--- src/rtl/core/tvrm_pkg.sv ---
// Shared constants and types for the two-voice resampling mixer.
// No dependencies; imported by every module of the block.
`default_nettype none
package tvrm_pkg;

	// clip memory geometry (CLIP_WORDS is a power of two, 16 to 65536)
	localparam int CLIP_WORDS = 4096;
	localparam int ADDR_W     = $clog2(CLIP_WORDS);

	// voice file
	localparam int VOICE_COUNT = 2;
	localparam int VIDX_W      = $clog2(VOICE_COUNT);

	// register reset values
	localparam logic [15:0] GAIN_RESET = 16'd11469;
	localparam logic [7:0]  FADE_RESET = 8'd80;

	// fade divider: magnitude of sample times fade count
	localparam int DIV_W     = 24;
	localparam int DIV_CNT_W = $clog2(DIV_W + 1);

	// command codes
	typedef enum logic [1:0] {
		CMD_LOAD    = 2'd0,
		CMD_TRIGGER = 2'd1,
		CMD_STOP    = 2'd2,
		CMD_RENDER  = 2'd3
	} cmd_t;

	// configuration register indexes
	localparam logic CFG_GAIN = 1'b0;
	localparam logic CFG_FADE = 1'b1;

endpackage
`default_nettype wire

--- src/rtl/core/tvrm_div.sv ---
// Restoring divider, one quotient bit per cycle, for the fade scaling.
// Depends on tvrm_pkg for the dividend width and counter width.
`default_nettype none
module tvrm_div
	import tvrm_pkg::*;
(
	input  wire logic             clk,
	input  wire logic             arst_n,
	input  wire logic             start,
	input  wire logic [DIV_W-1:0] dividend,
	input  wire logic [7:0]       divisor,
	output logic                  done,
	output logic      [DIV_W-1:0] quotient
);

	logic                 busy_q;
	logic                 done_q;
	logic [DIV_CNT_W-1:0] cnt_q;
	logic [7:0]           rem_q;
	logic [DIV_W-1:0]     quo_q;

	logic [8:0]       shifted;
	logic             ge;
	logic [7:0]       rem_n;
	logic [DIV_W-1:0] quo_n;

	// shift in the next dividend bit and try a subtract
	always_comb begin
		shifted = {rem_q, quo_q[DIV_W-1]};
		ge      = shifted >= {1'b0, divisor};
		rem_n   = ge ? 8'(shifted - {1'b0, divisor}) : shifted[7:0];
		quo_n   = {quo_q[DIV_W-2:0], ge};
	end

	// load on start, iterate while busy, pulse done at the end
	always_ff @(posedge clk or negedge arst_n) begin
		if (!arst_n) begin
			busy_q <= 1'b0;
			done_q <= 1'b0;
			cnt_q  <= '0;
			rem_q  <= '0;
			quo_q  <= '0;
		end else begin
			done_q <= 1'b0;
			if (start) begin
				busy_q <= 1'b1;
				cnt_q  <= DIV_CNT_W'(DIV_W);
				rem_q  <= '0;
				quo_q  <= dividend;
			end else if (busy_q) begin
				rem_q <= rem_n;
				quo_q <= quo_n;
				cnt_q <= cnt_q - 1'b1;
				if (cnt_q == DIV_CNT_W'(1)) begin
					busy_q <= 1'b0;
					done_q <= 1'b1;
				end
			end
		end
	end

	assign done     = done_q;
	assign quotient = quo_q;

`ifndef SYNTHESIS
	a_no_restart: assert property (@(posedge clk) disable iff (!arst_n)
		start |-> !busy_q)
		else $error("divider started while busy");
	a_done_idle: assert property (@(posedge clk) disable iff (!arst_n)
		done_q |-> !busy_q)
		else $error("divider done while still iterating");
`endif

endmodule
`default_nettype wire

--- config.mk ---
export PLATFORM = sky130hd
export DESIGN_NAME = tvrm_div
export DESIGN_NICKNAME = d
export VERILOG_FILES = /design/src/rtl/core/tvrm_pkg.sv /design/src/rtl/core/tvrm_div.sv
export SDC_FILE = /design/constraint.sdc
export NUM_CORES = 1
export LEC_CHECK = 0
export BUFFER_PORTS_ARGS = -buffer_cell sky130_fd_sc_hd__buf_2
export CAP_MARGIN = 5
export CORE_MARGIN = 3
export CORE_UTILIZATION = 52
export DETAILED_ROUTE_END_ITERATION = 8
export PLACE_DENSITY_LB_ADDON = 0.2
export SLEW_MARGIN = 0
export SYNTH_ARGS = -nofsm -noshare
export SYNTH_HDL_FRONTEND = slang
export SYNTH_SLANG_ARGS = --single-unit
--- constraint.sdc ---
create_clock -name clk -period 2.3 [get_ports clk]
set_input_delay 0.46 -clock clk [delete_from_list [all_inputs] [get_ports clk]]
set_output_delay 0.46 -clock clk [all_outputs]
set_load 0.02 [all_outputs]
# After elaboration in Yosys (flattened, before gate mapping)
# Cells that the tools add are included.
# classes
add_sub_neg	2
magnitude_cmp	1
n_eq_ne	1
muxes	13
reduce_logical	1
# op_table
cell	n
$mux W24	2
$mux W8	3
$mux W5	2
$ge A9 B8 Y1	1
$sub A8 B8 Y8	1
$mux W1	6
$eq A5 B1 Y1 const B	1
$sub A5 B1 Y5 const B	1
$reduce_bool A2 Y1	1
# word_totals
ff_bits	39
input_bits	35
out_inout_bits	25
wordCells	23

# Longest topological paths before layout
# logic_depth
ltp_word	4
depth_mapped	8

# Worst setup path before layout
# Ideal clock, no wire load.
# synth_timing
path_type	reg-to-reg
start	register quo_q[23] (netlist: quotient[23])
end	register rem_q[6]
setup_ns	0.096
arrival_time_ns	2.126
t_required_ns	2.204
slack_ns	0.079
path_stages_with_launch	9
synth_period_minus_slack_ns	2.221
cell_sequence	dfrtp_1 -> inv_1 -> ha_1 -> fa_1 -> nor2b_4 -> o31a_1 -> or4b_1 -> a31o_1 -> a311oi_2
# synth_between
elab_chain_len	4
elab_cells_between_ends	5
cone_classes	add/sub (1); order compare (1); mux (3)
# synth_rtl
item	line_no	rtl
start, declared	tvrm_div.sv:20	logic [DIV_W-1:0] quo_q;
start signal, assigned	tvrm_div.sv:49	quo_q <= dividend;
start signal, assigned	tvrm_div.sv:52	quo_q <= quo_n;
$sub A8 B8 Y8 or $ge A9 B8 Y1 (tied branches)	tvrm_div.sv:31, tvrm_div.sv:30	
$mux W8 (*)	tvrm_div.sv:31	rem_n = ge ? 8'(shifted - {1'b0, divisor}) : shifted[7:0];
$mux W8 (*)	tvrm_div.sv:50	end else if (busy_q) begin
$mux W8 (*)	tvrm_div.sv:45	if (start) begin
end signal, assigned	tvrm_div.sv:51	rem_q <= rem_n;
end, declared	tvrm_div.sv:19	logic [7:0] rem_q;
# Mark *: on every way between the ends. The rest lies on a longest branch, timed or not. The select of a mux whose other input is x is not followed.
# A chain may end at the register's enable or synchronous reset.

# Worst setup path after layout
# Same ends and word-level chain as after synthesis.

==> metrics.yaml <==
outcome: "complete, no violations"
io_pins: 60
antenna-diode-count: 0
cp_top_family: "compound AO/OA/AOI/OAI gates"
cp-start-kind: "flop"
required_ns: 2.50
clk_pin_slew_ns: 0.08
p_total_mw: 2.501
core_um2: 4086
power_frac_seq_pct: 36.1
cp-end-kind: "flop"
max_slew_margin_pct: 65.06
worst_pin_slew_ns: 0.5241
hold_violations: 0
cts_max_level: 2
leakagePower_nw: 1.541
grt_pass1_wl_um: 7797
root_buffer: "clkbuf_8"
tns_ns: 0
drc: 0
fp.dieH_um: 71.61
post-dp-hpwl_um: 3560
wl_per_cell_um: 13.59
p_comb_share_pct: 41.5
critical_path_class: "reg -> reg"
routabilityCongestion: 0.7840
std_cell_rows: 23
rr_startpoint: "quotient[23]"
utilization_pct: 67.02
drt-pass1-iter-count: 4
crit_chain: "inv_1 > ha_1 > fa_2 > nor2b_4 > o31a_1 > or4b_1 > a31o_1 > a311oi_2"
cts_made_buffers: 5
overflow: 0
critPathArrivalTime_ns: 2.42
area.growth.synth_to_final_pct: 22.36
fill_cells: 347
num-nets-final: 343
vias: 1849
crit_path_max_fanout: 3
via_per_inst: 5.313
grt_max_degree: 31
cp_slowest_stage_delay_ns: 0.47
syn_area_per_cell_um2: 9.775
drive_above_1_share_pct: 31.21
drt_iter0_drc: 86
dieWidth_um: 71.61
ant_nets: 0
fin_cells: 348
clock_latency_ns: 0.28
first_global_vias: 1817
dp.cells: 339
reg2reg_depth: 8
synth_area_um2: 2238
p_sw_mw: 0.8653
cts_tree: "done"
synth_nets: 275
path_buf_inv: 1
setup_violations: 0
syn_inst: 229
yosysSeqAreaShare_pct: 43.60
critPathSlowestCell: "or4b_1"
wirelength_um: 4728
p_int_mw: 1.636
regToRegSetupSlack_ns: 0.08
drv_slew: 0
max_freq_ghz: 0.4513
port_buffers: 59
clock-sinks: 39
r2r_end: "rem_q[6]"
p_sw_share_pct: 34.60
vdd_drop_max_uv: 520.7
clk_path_buf_depth: 2
clkPwrFrac_pct: 22.4
maxCapViolCount: 0
yosys_warnings: 0
antenna_found_initial: 0
die-area_um2: 5128
pwr_density_cell_nw_per_um2: 913.1
fin_crit_sh_pct: 96.33
finClkSkew_ns: 0.004182
layout_min_cycle_time_ns: 2.216
ys_types: 43
grt.total_usage_pct: 19.25
hp-class: "in -> async"
ys_ff_latch: 39
start_util_pct: 54.78
postCtsHoldBufs: 0
grt_setup_unrepaired: "true"
-- power by group through the flow --
stage / registers (mW) / logic [mW] / clock network (mW)
final: 0.902 / 1.04 / 0.561
after global routing: 0.918 / 1.15 / 0.609
after CTS: 0.900 / 1.01 / 0.576
after detailed placement: 0.912 / 1.01 / 0
after global placement: 0.912 / 0.982 / 0
after floorplan: 0.942 / 0.670 / 0
-- worst max-delay path by stage --
stage | startpoint | to | slack (ns) | cells after the start
final | quotient[23] | rem_q[6] | 0.08 | 8
after detailed placement | divisor[4] | rem_q[0] | -0.09 | 8
after global placement | divisor[4] | rem_q[1] | -0.01 | 8
after CTS | rem_q[3] | rem_q[0] | 0.07 | 6
after global routing | quotient[23] | rem_q[6] | -0.03 | 8
after floorplan | quotient[23] | rem_q[6] | 0.08 | 8
-- final cells by class --
cell class | instances | area [µm²] | share of cell area (%)
clock buffers | 5 | 68.82 | 2.513
flip-flops and latches | 39 | 977.2 | 35.68
repair buffers | 73 | 400.4 | 14.62
well taps | 50 | 62.56 | 2.284
clock inverters | 3 | 43.79 | 1.599
multi-input cells | 163 | 1130 | 41.25
inverters | 15 | 56.30 | 2.056
-- per-layer routing --
layer  share of wire [%]  vias to the layer above  track usage [%]
li1                    -                      926                -
met1                  45                      870            24.36
met2                  48                       49            32.24
met3                 5.8                        4            6.592
met4                0.70                        0            3.758
met5                   0                        -                0
-- flip-flops by register name, summed over array words and instances (netlist names) --
| signal | flops |
|---|---|
| quotient | 24 |
| rem_q | 8 |
| cnt_q | 5 |
| busy_q | 1 |
| done | 1 |
-- cells in the mapped netlist --
| cell type | n | area, µm² |
|---|---|---|
| ha_1 | 10 | 125.1 |
| mux2i_1 | 26 | 260.3 |
| a21o_1 | 1 | 7.510 |
| clkbuf_8 | 2 | 27.53 |
| or4b_1 | 1 | 10.01 |
| nand2b_1 | 1 | 6.260 |
| o21ai_0 | 28 | 140.1 |
| a21oi_1 | 5 | 25.02 |
| nand3_1 | 1 | 5.000 |
| a211o_2 | 1 | 10.01 |
| a31o_1 | 1 | 8.760 |
| or2b_1 | 1 | 7.510 |
| nand2_1 | 34 | 127.6 |
| fa_1 | 1 | 20.02 |
| nand3b_1 | 1 | 7.510 |
| a31oi_1 | 1 | 6.260 |
| a211oi_1 | 7 | 52.55 |
| or4b_2 | 1 | 10.01 |
| or2_2 | 1 | 6.260 |
| buf_6 | 2 | 22.52 |
| nor3_1 | 2 | 10.01 |
| and2b_1 | 1 | 7.510 |
| o21a_1 | 1 | 7.510 |
| o31a_1 | 1 | 8.760 |
| nor2_1 | 15 | 56.30 |
| nor2b_1 | 2 | 12.51 |
| a311oi_1 | 1 | 8.760 |
| a32o_1 | 1 | 10.01 |
| dfrtp_1 | 39 | 975.9 |
| buf_4 | 1 | 7.510 |
| a211o_1 | 1 | 8.760 |
| xor2_1 | 2 | 17.52 |
| clkbuf_1 | 7 | 26.28 |
| mux2_2 | 2 | 22.52 |
| o21ai_1 | 1 | 5.000 |
| nor2b_4 | 1 | 13.76 |
| nor4_1 | 1 | 6.260 |
| o32ai_1 | 1 | 8.760 |
| a31o_2 | 1 | 8.760 |
| inv_1 | 15 | 56.30 |
| a221oi_2 | 1 | 15.01 |
| xnor2_1 | 5 | 43.79 |
| a311oi_2 | 1 | 15.01 |
-- layout by cell type, fill, tap and decap left out, drive strengths merged --
cell type,instances
xnor2,5
bufinv,1
nand3,1
o21ai,29
fa,1
mux2,2
o31a,1
dfrtp,39
clkinv,2
a21oi,5
mux2i,26
xor2,2
nor2,15
o32ai,1
clkbuf,5
or2b,1
or4b,2
buf,73
and2b,1
nor3,2
a32o,1
or2,1
nor4,1
a211oi,7
nand2b,1
a31o,2
nand2,34
a311oi,2
nand3b,1
inv,15
nor2b,3
ha,10
a221oi,1
o21a,1
a211o,2
a21o,1
a31oi,1
-- stage by stage --
step	worst slack [ns]	instance area, µm²	hold slack [ns]
3_5_place_dp	-0.09415	2611	0.4649
2_1_floorplan	0.07875	2238	0.1644
6_report	0.08432	2739	0.1402
3_3_place_gp	-0.01375	2611	0.4624
4_1_cts	0.06810	2724	0.1475
5_1_grt	-0.02528	2739	0.1506
-- logic make-up (layout without fill, tap and decap cells) --
family / Yosys count / in the layout / share of synthesized area [%]
flip-flops: 39 / 39 / 43.60
AO/OA/AOI/OAI: 54 / 54 / 15.48
adder cells (fa/ha/maj): 11 / 11 / 6.484
XOR/XNOR: 7 / 7 / 2.739
multiplexers: 28 / 28 / 12.63
buffers and inverters: 27 / 96 / 6.261
AND/OR/NAND/NOR: 63 / 63 / 12.80
-- what timing repair did --
action                     in CTS  in global routing
gates resized for setup         0                  3
setup endpoints to repair       0                  7
setup buffers                   0                  1
Power figures use the tool's default switching activity.
